--- src/hdl/bpc_pkg.sv ---
// Shared types, widths and codes for the button press classifier.
`default_nettype none
package bpc_pkg;

    localparam int TimeW  = 32;
    localparam int ThrW   = 16;
    localparam int ClassW = 3;
    localparam int CountW = 16;
    localparam int BeepW  = 2;
    localparam int ClrW   = 9;
    localparam int IdxW   = 2;

    localparam int InDataW  = 40;
    localparam int OutDataW = 24;

    localparam logic [ClassW-1:0] CLASS_NONE      = 3'd0;
    localparam logic [ClassW-1:0] CLASS_SHORT     = 3'd1;
    localparam logic [ClassW-1:0] CLASS_LONG      = 3'd2;
    localparam logic [ClassW-1:0] CLASS_VERY_LONG = 3'd3;
    localparam logic [ClassW-1:0] CLASS_HELD      = 3'd4;

    localparam logic [BeepW-1:0] BEEP_NONE      = 2'd0;
    localparam logic [BeepW-1:0] BEEP_SHORT     = 2'd1;
    localparam logic [BeepW-1:0] BEEP_LONG      = 2'd2;
    localparam logic [BeepW-1:0] BEEP_FOUR_LONG = 2'd3;

    localparam logic [IdxW-1:0] REG_LONG_THR      = 2'd0;
    localparam logic [IdxW-1:0] REG_VERY_LONG_THR = 2'd1;
    localparam logic [IdxW-1:0] REG_REPEAT_IVL    = 2'd2;
    localparam logic [IdxW-1:0] REG_CLEAR_TICKS   = 2'd3;

    localparam logic [ThrW-1:0] LONG_THR_RST      = 16'd1000;
    localparam logic [ThrW-1:0] VERY_LONG_THR_RST = 16'd5000;
    localparam logic [ThrW-1:0] REPEAT_IVL_RST    = 16'd200;
    localparam logic [ClrW-1:0] CLEAR_TICKS_RST   = 9'd300;

    typedef struct packed {
        logic [ThrW-1:0] long_threshold_ms;
        logic [ThrW-1:0] very_long_threshold_ms;
        logic [ThrW-1:0] repeat_interval_ms;
        logic [ClrW-1:0] clear_after_ticks;
    } bpc_cfg_t;

    typedef struct packed {
        logic [ClassW-1:0] press_class;
        logic [CountW-1:0] repeat_count;
        logic [BeepW-1:0]  beep_code;
    } bpc_result_t;

endpackage
`default_nettype wire

--- src/hdl/bpc_cfg.sv ---
// Configuration register bank for the button press classifier.
`default_nettype none
module bpc_cfg (
    input  wire logic                      clk,
    input  wire logic                      rst_n,
    input  wire logic                      cfg_valid,
    output logic                           cfg_ready,
    input  wire logic [bpc_pkg::IdxW-1:0]  cfg_index,
    input  wire logic [bpc_pkg::ThrW-1:0]  cfg_data,
    output bpc_pkg::bpc_cfg_t              cfg
);
    import bpc_pkg::*;

    bpc_cfg_t cfg_reg;
    bpc_cfg_t cfg_next;

    assign cfg_ready = 1'b1;
    assign cfg       = cfg_reg;

    always_comb
    begin
        cfg_next = cfg_reg;
        if (cfg_valid)
        begin
            case (cfg_index)
                REG_LONG_THR:      cfg_next.long_threshold_ms      = cfg_data;
                REG_VERY_LONG_THR: cfg_next.very_long_threshold_ms = cfg_data;
                REG_REPEAT_IVL:    cfg_next.repeat_interval_ms     = cfg_data;
                REG_CLEAR_TICKS:   cfg_next.clear_after_ticks      = cfg_data[ClrW-1:0];
                default:           cfg_next = cfg_reg;
            endcase
        end
    end

    always_ff @(posedge clk or negedge rst_n)
    begin
        if (!rst_n)
        begin
            cfg_reg.long_threshold_ms      <= LONG_THR_RST;
            cfg_reg.very_long_threshold_ms <= VERY_LONG_THR_RST;
            cfg_reg.repeat_interval_ms     <= REPEAT_IVL_RST;
            cfg_reg.clear_after_ticks      <= CLEAR_TICKS_RST;
        end
        else
        begin
            cfg_reg <= cfg_next;
        end
    end

endmodule
`default_nettype wire

--- src/hdl/bpc_core.sv ---
// Press tracking state and per-tick classification logic.
`default_nettype none
module bpc_core (
    input  wire logic                       clk,
    input  wire logic                       rst_n,
    input  wire logic                       step,
    input  wire logic                       button_level,
    input  wire logic [bpc_pkg::TimeW-1:0]  now_ms,
    input  wire bpc_pkg::bpc_cfg_t          cfg,
    output bpc_pkg::bpc_result_t            result
);
    import bpc_pkg::*;

    logic              last_level_reg,     last_level_next;
    logic [TimeW-1:0]  press_start_reg,    press_start_next;
    logic [TimeW-1:0]  repeat_mark_reg,    repeat_mark_next;
    logic [CountW-1:0] repeat_counter_reg, repeat_counter_next;
    logic [ClassW-1:0] class_reg,          class_next;
    logic [ClrW-1:0]   clear_counter_reg,  clear_counter_next;
    logic [BeepW-1:0]  beep;

    logic [TimeW-1:0]  held_ms;
    logic [TimeW-1:0]  since_mark_ms;
    logic              past_very_long;
    logic              past_long;
    logic              repeat_due;
    logic [ClassW-1:0] class_mid;
    logic [ClrW-1:0]   clear_mid;
    logic [ClrW-1:0]   clear_inc;

    assign held_ms        = now_ms - press_start_reg;
    assign since_mark_ms  = now_ms - repeat_mark_reg;
    assign past_very_long = held_ms > {{(TimeW-ThrW){1'b0}}, cfg.very_long_threshold_ms};
    assign past_long      = held_ms > {{(TimeW-ThrW){1'b0}}, cfg.long_threshold_ms};
    assign repeat_due     = since_mark_ms > {{(TimeW-ThrW){1'b0}}, cfg.repeat_interval_ms};

    always_comb
    begin
        press_start_next    = press_start_reg;
        repeat_mark_next    = repeat_mark_reg;
        repeat_counter_next = repeat_counter_reg;
        class_mid           = class_reg;
        clear_mid           = clear_counter_reg;
        beep                = BEEP_NONE;

        if (!button_level)
        begin
            if (last_level_reg)
            begin
                press_start_next    = now_ms;
                repeat_mark_next    = now_ms;
                repeat_counter_next = '0;
            end
            else if (!past_very_long && repeat_due)
            begin
                repeat_mark_next    = now_ms;
                class_mid           = CLASS_HELD;
                repeat_counter_next = repeat_counter_reg + 1'b1;
            end
        end
        else if (!last_level_reg)
        begin
            if (past_very_long)
            begin
                class_mid = CLASS_VERY_LONG;
                beep      = BEEP_FOUR_LONG;
            end
            else if (past_long)
            begin
                class_mid = CLASS_LONG;
                beep      = BEEP_LONG;
            end
            else
            begin
                class_mid = CLASS_SHORT;
                beep      = BEEP_SHORT;
            end
            clear_mid = '0;
        end

        last_level_next    = button_level;
        clear_inc          = clear_mid + 1'b1;
        class_next         = class_mid;
        clear_counter_next = clear_mid;
        if (class_mid == CLASS_LONG || class_mid == CLASS_SHORT)
        begin
            clear_counter_next = clear_inc;
            if (clear_inc >= cfg.clear_after_ticks || clear_inc == '0)
            begin
                class_next         = CLASS_NONE;
                clear_counter_next = '0;
            end
        end
    end

    assign result.press_class  = class_next;
    assign result.repeat_count = repeat_counter_next;
    assign result.beep_code    = beep;

    always_ff @(posedge clk or negedge rst_n)
    begin
        if (!rst_n)
        begin
            last_level_reg     <= 1'b1;
            press_start_reg    <= '0;
            repeat_mark_reg    <= '0;
            repeat_counter_reg <= '0;
            class_reg          <= CLASS_NONE;
            clear_counter_reg  <= '0;
        end
        else if (step)
        begin
            last_level_reg     <= last_level_next;
            press_start_reg    <= press_start_next;
            repeat_mark_reg    <= repeat_mark_next;
            repeat_counter_reg <= repeat_counter_next;
            class_reg          <= class_next;
            clear_counter_reg  <= clear_counter_next;
        end
    end

`ifndef SYNTHESIS
    a_beep_on_release: assert property (@(posedge clk) disable iff (!rst_n)
        (step && beep != BEEP_NONE) |-> (!last_level_reg && button_level))
        else $error("beep outside a release tick");

    a_press_clears_count: assert property (@(posedge clk) disable iff (!rst_n)
        (step && !button_level && last_level_reg) |=> (repeat_counter_reg == '0))
        else $error("repeat count not cleared on press");

    a_held_counts: assert property (@(posedge clk) disable iff (!rst_n)
        (step && class_next == CLASS_HELD && class_reg != CLASS_HELD)
        |-> (repeat_counter_next == repeat_counter_reg + 1'b1))
        else $error("held class entered without a repeat");
`endif

endmodule
`default_nettype wire

--- src/hdl/button_press_classifier.sv ---
// Top level: button press classifier with stream channels and register port.
// Usage:
//   s_axis carries one poll tick per beat: button level (0 pressed) and a
//   wrapping millisecond timestamp. m_axis returns one result beat per input
//   beat: press class, repeat count and a one-tick beep code.
//   cfg writes one of four registers (long, very long, repeat interval, clear
//   ticks); write only while no beat is in flight. cfg_ready is always high.
// Path: an accepted beat is registered in the input register, classified
//   combinationally from there and registered into the result register that
//   drives m_axis; while m_axis is stalled it waits in the input register.
// Throughput: one beat per cycle while m_axis_tready stays high; set by the
//   single classify step between the input register and the result register.
// Reset: all press state clears, the button counts as released, class none,
//   registers return to 1000 / 5000 / 200 ms and 300 ticks.
// Stalls: with m_axis_tready low the result register holds; the input
//   register still takes one beat, then s_axis_tready drops until the
//   result is taken.
`default_nettype none
module button_press_classifier (
    input  wire logic                          clk,
    input  wire logic                          rst_n,
    input  wire logic                          s_axis_tvalid,
    output logic                               s_axis_tready,
    // [0] button_level, [32:1] now_ms, [39:33] zero
    input  wire logic [bpc_pkg::InDataW-1:0]   s_axis_tdata,
    output logic                               m_axis_tvalid,
    input  wire logic                          m_axis_tready,
    // [2:0] press_class, [18:3] repeat_count, [20:19] beep_code, [23:21] zero
    output logic [bpc_pkg::OutDataW-1:0]       m_axis_tdata,
    input  wire logic                          cfg_valid,
    output logic                               cfg_ready,
    input  wire logic [bpc_pkg::IdxW-1:0]      cfg_index,
    input  wire logic [bpc_pkg::ThrW-1:0]      cfg_data
);
    import bpc_pkg::*;

    bpc_cfg_t    cfg;
    bpc_result_t result;

    logic             in_valid_reg;
    logic             in_level_reg;
    logic [TimeW-1:0] in_time_reg;
    logic             out_valid_reg;
    bpc_result_t      out_data_reg;
    logic             out_free;
    logic             step;

    assign out_free      = !out_valid_reg || m_axis_tready;
    assign step          = in_valid_reg && out_free;
    assign s_axis_tready = !in_valid_reg || out_free;

    bpc_cfg u_cfg (
        .clk       (clk),
        .rst_n     (rst_n),
        .cfg_valid (cfg_valid),
        .cfg_ready (cfg_ready),
        .cfg_index (cfg_index),
        .cfg_data  (cfg_data),
        .cfg       (cfg)
    );

    bpc_core u_core (
        .clk          (clk),
        .rst_n        (rst_n),
        .step         (step),
        .button_level (in_level_reg),
        .now_ms       (in_time_reg),
        .cfg          (cfg),
        .result       (result)
    );

    always_ff @(posedge clk or negedge rst_n)
    begin
        if (!rst_n)
        begin
            in_valid_reg  <= 1'b0;
            out_valid_reg <= 1'b0;
        end
        else
        begin
            if (s_axis_tready)
            begin
                in_valid_reg <= s_axis_tvalid;
            end
            if (out_free)
            begin
                out_valid_reg <= in_valid_reg;
            end
        end
    end

    always_ff @(posedge clk)
    begin
        if (s_axis_tvalid && s_axis_tready)
        begin
            in_level_reg <= s_axis_tdata[0];
            in_time_reg  <= s_axis_tdata[TimeW:1];
        end
        if (step)
        begin
            out_data_reg <= result;
        end
    end

    assign m_axis_tvalid = out_valid_reg;
    assign m_axis_tdata  = {{(OutDataW-ClassW-CountW-BeepW){1'b0}},
                            out_data_reg.beep_code,
                            out_data_reg.repeat_count,
                            out_data_reg.press_class};

`ifndef SYNTHESIS
    a_hold_on_stall: assert property (@(posedge clk) disable iff (!rst_n)
        (m_axis_tvalid && !m_axis_tready) |=> (m_axis_tvalid && $stable(m_axis_tdata)))
        else $error("result beat changed while stalled");

    a_no_overrun: assert property (@(posedge clk) disable iff (!rst_n)
        (in_valid_reg && !out_free) |-> !s_axis_tready)
        else $error("input accepted over a held beat");

    a_result_follows: assert property (@(posedge clk) disable iff (!rst_n)
        step |=> m_axis_tvalid)
        else $error("classified beat not presented");
`endif

endmodule
`default_nettype wire
--- config.mk ---
export PLATFORM = sky130hd
export DESIGN_NAME = button_press_classifier
export DESIGN_NICKNAME = d
export VERILOG_FILES = /design/src/hdl/bpc_pkg.sv /design/src/hdl/bpc_cfg.sv /design/src/hdl/bpc_core.sv /design/src/hdl/button_press_classifier.sv
export SDC_FILE = /design/constraint.sdc
export NUM_CORES = 1
export LEC_CHECK = 0
export BUFFER_PORTS_ARGS = -buffer_cell sky130_fd_sc_hd__buf_4
export CAP_MARGIN = 20
export CELL_PAD_IN_SITES_DETAIL_PLACEMENT = 1
export CELL_PAD_IN_SITES_GLOBAL_PLACEMENT = 1
export CORE_MARGIN = 4
export CORE_UTILIZATION = 44
export DETAILED_ROUTE_END_ITERATION = 7
export PLACE_DENSITY = 0.79
export SLEW_MARGIN = 20
export SYNTH_ARGS = -nofsm -noshare
export SYNTH_HDL_FRONTEND = slang
export SYNTH_SLANG_ARGS = --single-unit
--- constraint.sdc ---
create_clock -name clk -period 4.9 [get_ports clk]
set_input_delay 0.245 -clock clk [delete_from_list [all_inputs] [get_ports clk]]
set_output_delay 0.245 -clock clk [all_outputs]
set_load 0.02 [all_outputs]
After elaboration in Yosys (flattened, before gate mapping)
Index checks and enable logic that the tools add are counted.
Cells by class
  $add $sub $neg: 4
  multipliers: 0
  divide/modulo/power cells: 0
  order comparisons: 4
  equality and inequality tests: 5
  shifts and indexed selects: 0
  muxes and demuxes: 19
  bitwise operators: 1
  reductions and logical operators: 20
Operators with widths (count)
  $gt 32x16->1: 3
  $mux 32: 2
  $sub 32x32->32: 2
  $mux 16: 3
  $mux 9: 4
  $mux 3: 7
  $add 16x1->16 const B: 1
  $add 9x1->9 const B: 1
  $ge 9x9->1: 1
  $logic_not 9->1: 1
  $reduce_and 2->1: 4
  $mux 2: 3
  $reduce_and 3->1: 2
  $eq 2x2->1 const B: 2
  $logic_or 1x1->1: 4
  $eq 3x1->1 const B: 1
  $eq 3x2->1 const B: 1
  $logic_and 1x1->1: 3
  $logic_not 1->1: 3
  $eq 2x1->1 const B: 1
  $logic_not 2->1: 1
  $reduce_bool 2->1: 1
  $reduce_or 2->1: 1
  $not 1->1: 1
Word-level totals
  register bits after elaboration: 206
  bits in latches: 0
  RAM bits: 0
  ROM bits: 0
  input bits: 63
  output and inout bits: 27
  word-level logic and storage cells: 70
  memories kept: 0

Longest topological paths before layout
  depth in word-level cells: 10
  mapped depth: 25
  depth with buffers taken out: 23

Cells and area by module
Synthesis repeated with hierarchy kept, for this count alone.
Unflattened totals
  cells, all modules: 1476
  area, all modules: 14500.2 µm²
Modules (own cells, without submodules)
  bpc_core: times used 1, cells an instance 1287, area an instance 10570.1 µm², sequential area each 2328.5 µm²
  bpc_cfg: times used 1, cells an instance 123, area an instance 2178.3 µm², sequential area each 1448.9 µm²
  button_press_classifier: times used 1, cells an instance 66, area an instance 1751.7 µm², sequential area each 1671.6 µm²

Worst setup path before layout
OpenSTA, ideal clock, no wires.
  path kind: reg-to-reg
  start: reg in_time_reg[8]
  end: reg out_data_reg (netlist bit m_axis_tdata[11]), data pin
  library setup time: 260 ps
  arrival time: 4479 ps
  data required time: 4640 ps
  setup slack: 161 ps
  cell stages (with the launch flop): 21
  path buffers: 0
  clock period less this slack: 4739 ps
  cell sequence: edfxtp_1 -> ha_1 -> a21oi_1 -> o21ai_0 -> a221oi_1 -> nand2_1 -> a21oi_1 -> o21bai_1 -> xor2_1 -> ha_1 -> nand4_1 -> nor3_1 -> nand2_1 -> a211o_1 -> a2111oi_0 -> nand4_1 -> nor3_2 -> and3b_1 -> nand3_1 -> nor2_1 -> mux2_2
RTL lines
  from (decl): RTL line button_press_classifier.sv:42  | logic [TimeW-1:0] in_time_reg;
  from (signal assigned): RTL line button_press_classifier.sv:97  | in_time_reg <= s_axis_tdata[TimeW:1];
  to (signal assigned): RTL line button_press_classifier.sv:101  | out_data_reg <= result;
  to (decl): RTL line button_press_classifier.sv:44  | bpc_result_t out_data_reg;

Final worst setup path
  start: reg in_time_reg[4]
  end: reg u_core.repeat_counter_reg[11]
On the way
  word-level cells in the longest chain between the ends: 7
  elaborated cells between the ends (all ways): 9
  those cells by class: add/sub (2); order compare (2); mux (3); reduce/logical (2)
Ends and longest elaborated chain
  $sub 32x32->32: RTL line bpc_core.sv:31  | assign held_ms = now_ms - press_start_reg;
  $gt 32x16->1: RTL line bpc_core.sv:33  | assign past_very_long = held_ms > {{(TimeW-ThrW){1'b0}}, cfg.very_long_threshold_ms};
  $logic_not 1->1: RTL line bpc_core.sv:54  | else if (!past_very_long && repeat_due)
  $logic_and 1x1->1 *: RTL line bpc_core.sv:54
  $mux 16 *: RTL line bpc_core.sv:54
  $mux 16 *: RTL line bpc_core.sv:48  | if (last_level_reg)
  $mux 16 *: RTL line bpc_core.sv:46  | if (!button_level)
  to (signal assigned): RTL line bpc_core.sv:116  | repeat_counter_reg <= repeat_counter_next;
  to (decl): RTL line bpc_core.sv:17  | logic [CountW-1:0] repeat_counter_reg, repeat_counter_next;
Mark *: on every way between the ends. The rest lies on a longest branch, timed or not.
A chain may end at the register's enable or synchronous reset.

==> run_results.csv <==
group,metric,value,unit
global_routing,grt_use_total,27.3,%
floorplan,pin_count,90,
logic_synthesis,avgSynthCellArea,9.61,sq um
place,hpwl,31.6,mm
logic_synthesis,synth-main-ff-cell,"dfrtp_1",
min_path,min_delay_path_depth,3,
setup_path,reg2reg_depth,23,
power,p_per_area,585,nW/um^2
global_routing,grt_max_degree,92,
timing,timing.fmax,176,MHz
clock_tree,clk_latency,550,ps
timing,worst_slew_pin_slew,1020,ps
power,switchingPower,4.70,mW
power,seqPwrFrac,22.7,%
setup_path,cp.arrival,6160,ps
logic_synthesis,yosysWarnings,0,
setup_path,reg2reg_from,"in_time_reg[4]$_DFFE_PP_",
global_routing,grt_pass1_wl,74.4,mm
power,combPwrFrac,58.6,%
clock_tree,cts-root-buf,"clkbuf_16",
timing,drv_slew,0,
logic_synthesis,synth_area,13700,sq um
run,cap_violations,0,
setup_path,path_class,"flop to flop",
clock_tree,cts_buffer_depth,3,
timing,setup_viol,79,
setup_path,cpMaxStageDelayCell,"edfxtp_1",
final_layout,final_nets,1891,
timing,period_minus_slack,5680,ps
setup_path,regToRegEndpoint,"u_core.repeat_counter_reg[11]$_DFFE_PN0P_",
setup_path,crit_path_max_incr_delay,490,ps
floorplan,initial_core_util,44.8,%
clock_tree,cts_max_level,1,
timing,timing.hold.ws,22.0,ps
setup_path,crit_fanout,7,
min_path,holdCritStartpoint,"m_axis_tready",
place,place_ws,-978,ps
logic_synthesis,ys_seq_elements,206,
setup_path,cp-end-kind,"flop",
status,status,"complete, but fails checks",
power,ir_drop,0.355,mV
global_routing,grt_pass1_vias,13500,
floorplan,die_w,185,um
timing,skew,16.9,ps
power,power.internal,6.03,mW
route,routed_wl,53.3,mm
min_path,hp-class,"input port to flop",
status,failed_checks,"setup timing",
setup_path,required,5380,ps
power,clock_power_share,18.7,%
global_routing,grt_overflow,0,
floorplan,die_area,34100,sq um
clock_tree,cts_buffers,27,
floorplan,row_count,64,
timing,max_slew_margin,31.9,%
logic_synthesis,synth.distinct_cells,82,
logic_synthesis,netlist_instances,1431,
place,portBuffers,78,
final_layout,areaGrowthSynthToFinish,33.4,%
clock_tree,cts_sinks,206,
timing,fin_ws,-781,ps
route,route.detailed.drc,0,
route,drt-wirelength-per-cell,25.2,um
final_layout,fillers,3317,
logic_synthesis,seq_area_frac_synth,39.6,%
timing,period_share,116,%
floorplan,die_h,185,um
setup_path,start_kind,"flop",
power,swShare,43.8,%
setup_path,crit_path_frequent_cell,"nand4_1",
setup_path,crit_chain,"ha_4 > a21o_1 > a21oi_2 > buf_4 > nand2_1 > a21o_1 > a21oi_1 > xnor2_1 > ha_1 > nand4_1 > a21oi_1 > o21bai_1 > nand3_1 > a211o_1 > a2111oi_4 > nand4_1 > nor3_2 > buf_4 > nor3b_4 > buf_12 > nand4_1 > or3_1 > nand3_1",
final_layout,drive_gt1_share,31.4,%
min_path,hold_path_end,"in_valid_reg$_DFFE_PN0N_",
floorplan,core,30700,sq um
route,postRouteAntennaNets,0,
global_routing,antenna_found_initial,2,
route,drt-pass1-iter-count,5,
clock_tree,cts_tree,"done",
timing,hold_viol_final,0,
final_layout,mostFrequentLayoutCells,"buf_4 (215), dfrtp_1 (133), inv_1 (129), nand2_1 (112), ha_1 (109)",
route,vias,12800,
logic_synthesis,async_reset_ff_share,73.8,%
timing,rsz0062_at_grt,"yes",
route,viasPerCell,6.02,
place,gp_congestion,0.927,
power,power.leakage,8.44,nW
final_layout,layout_commonest_cell,"buf_4",
final_layout,largest_reg_flops,57,
clock_tree,path_clk_slew,70,ps
setup_path,reg2reg_slack,-780,ps
logic_synthesis,synth_edf_count,54,
route,drtIter0Drc,909,
per-layer routing:
layer | up-vias | track usage, % | part of all wire, %
li1 | 5640 | - | -
met1 | 6374 | 34.0 | 40
met2 | 554 | 47.9 | 49
met3 | 189 | 4.60 | 6.1
met4 | 2 | 9.22 | 5.0
met5 | - | 0 | 0.021
Yosys cell counts, types with 6 or more instances:
library cell	instances	area share, %
clkbuf_1	39	1.1
nor4_1	7	0.32
mux2_2	77	6.3
or3_1	17	0.77
mux2_1	26	2.1
a21o_1	37	2.0
dfstp_2	19	3.6
xor2_1	27	1.7
ha_1	122	11
nand2_1	119	3.2
nand3_1	43	1.6
nor2b_1	11	0.50
a21oi_1	99	3.6
mux2i_1	11	0.80
or2_2	6	0.27
nand4_1	32	1.5
o31ai_1	7	0.38
nor2_1	86	2.3
nand2b_1	21	0.96
a211oi_1	6	0.33
edfxtp_1	54	12
dfrtp_1	133	24
o21ai_0	69	2.5
o2111ai_1	7	0.45
buf_4	7	0.38
inv_1	131	3.6
nor3_1	17	0.62
xnor2_1	32	2.0
and3_1	8	0.36
and2_1	11	0.50
o21a_1	26	1.4
a32o_1	6	0.44
or4_1	7	0.38
o211ai_1	20	1.1
final cells by class:
class | instances | area (sq um) | area share, %
Antenna cell | 1 | 2.50 | 0.0136
Tap cell | 396 | 495 | 2.70
Timing Repair Buffer | 297 | 2540 | 13.9
Inverter | 133 | 499 | 2.72
Clock inverter | 10 | 90.1 | 0.491
Multi-Input combinational cell | 1039 | 8460 | 46.1
Sequential cell | 206 | 5450 | 29.7
Clock buffer | 38 | 797 | 4.35
worst max-delay path: cells and delay by family, from the launching register on:
| family | cells | cell delay, ps |
|---|---|---|
| xor+xnor | 1 | 260 |
| compound gates | 8 | 1810 |
| fa+ha+maj | 2 | 640 |
| flops | 1 | 490 |
| simple gates | 9 | 1870 |
| buf+inv | 3 | 510 |
how the worst max path moves through the flow:
stage | startpoint | to | slack, ps | depth (start not counted)
final | in_time_reg[4]$_DFFE_PP_ | u_core.repeat_counter_reg[11]$_DFFE_PN0P_ | -780 | 23
after global routing | in_time_reg[0]$_DFFE_PP_ | u_core.repeat_counter_reg[11]$_DFFE_PN0P_ | -870 | 25
after CTS | in_time_reg[1]$_DFFE_PP_ | u_core.clear_counter_reg[2]$_DFFE_PN0P_ | -210 | 22
after detailed placement | in_time_reg[0]$_DFFE_PP_ | u_core.class_reg[1]$_DFFE_PN0P_ | -980 | 24
after global placement | in_time_reg[0]$_DFFE_PP_ | u_core.clear_counter_reg[1]$_DFFE_PN0P_ | -950 | 24
after floorplan | in_time_reg[8]$_DFFE_PP_ | m_axis_tdata[11]$_DFFE_PP_ | 160 | 20
through the flow:
step | utilization, % | area (sq um) | std cells | power [mW] | TNS (ps)
detailed placement | 50.8 | 15600 | 1979 | 7.42 | -63280
finish | 59.8 | 18300 | 2120 | 10.7 | -45110
CTS | 57.5 | 17600 | 2098 | 9.91 | -4640
floorplan | - | 13800 | 1433 | 5.51 | 0
global route | 59.8 | 18300 | 2120 | 11.2 | -52120
global placement | 50.8 | 15600 | 1979 | 7.18 | -65610
power by group through the flow:
stage / Sequential, mW / Combinational [mW] / Clock, mW
after floorplan: 2.35 / 3.16 / 0
after global placement: 2.38 / 4.80 / 0
after detailed placement: 2.41 / 5.01 / 0
after CTS: 2.39 / 5.52 / 2.00
after global routing: 2.46 / 6.66 / 2.09
final: 2.43 / 6.29 / 2.01
cell families (layout without fill, tap and decap cells):
| family | after synthesis | in the layout | synth area share [%] |
|---|---|---|---|
| AO/OA/AOI/OAI | 330 | 330 | 15.6 |
| XOR/XNOR | 60 | 60 | 3.96 |
| adder cells (fa/ha/maj) | 124 | 124 | 11.4 |
| buffers and inverters | 188 | 478 | 5.43 |
| flip-flops | 206 | 206 | 39.6 |
| multiplexers | 114 | 114 | 9.24 |
| other | 2 | 5 | 0.0546 |
| AND/OR/NAND/NOR | 407 | 407 | 14.7 |
repair_timing:
action / 4_1_cts / 5_1_grt
gates resized for setup: 88 / 125
pin swaps: 51 / 57
endpoints found under the setup margin: 79 / 79
setup buffers: 20 / 22
hold buffers: 51 / 0
cloned: 1 / 2
endpoints found under the hold margin: 169 / 0
Note: power is estimated with default switching activity, not from simulation.
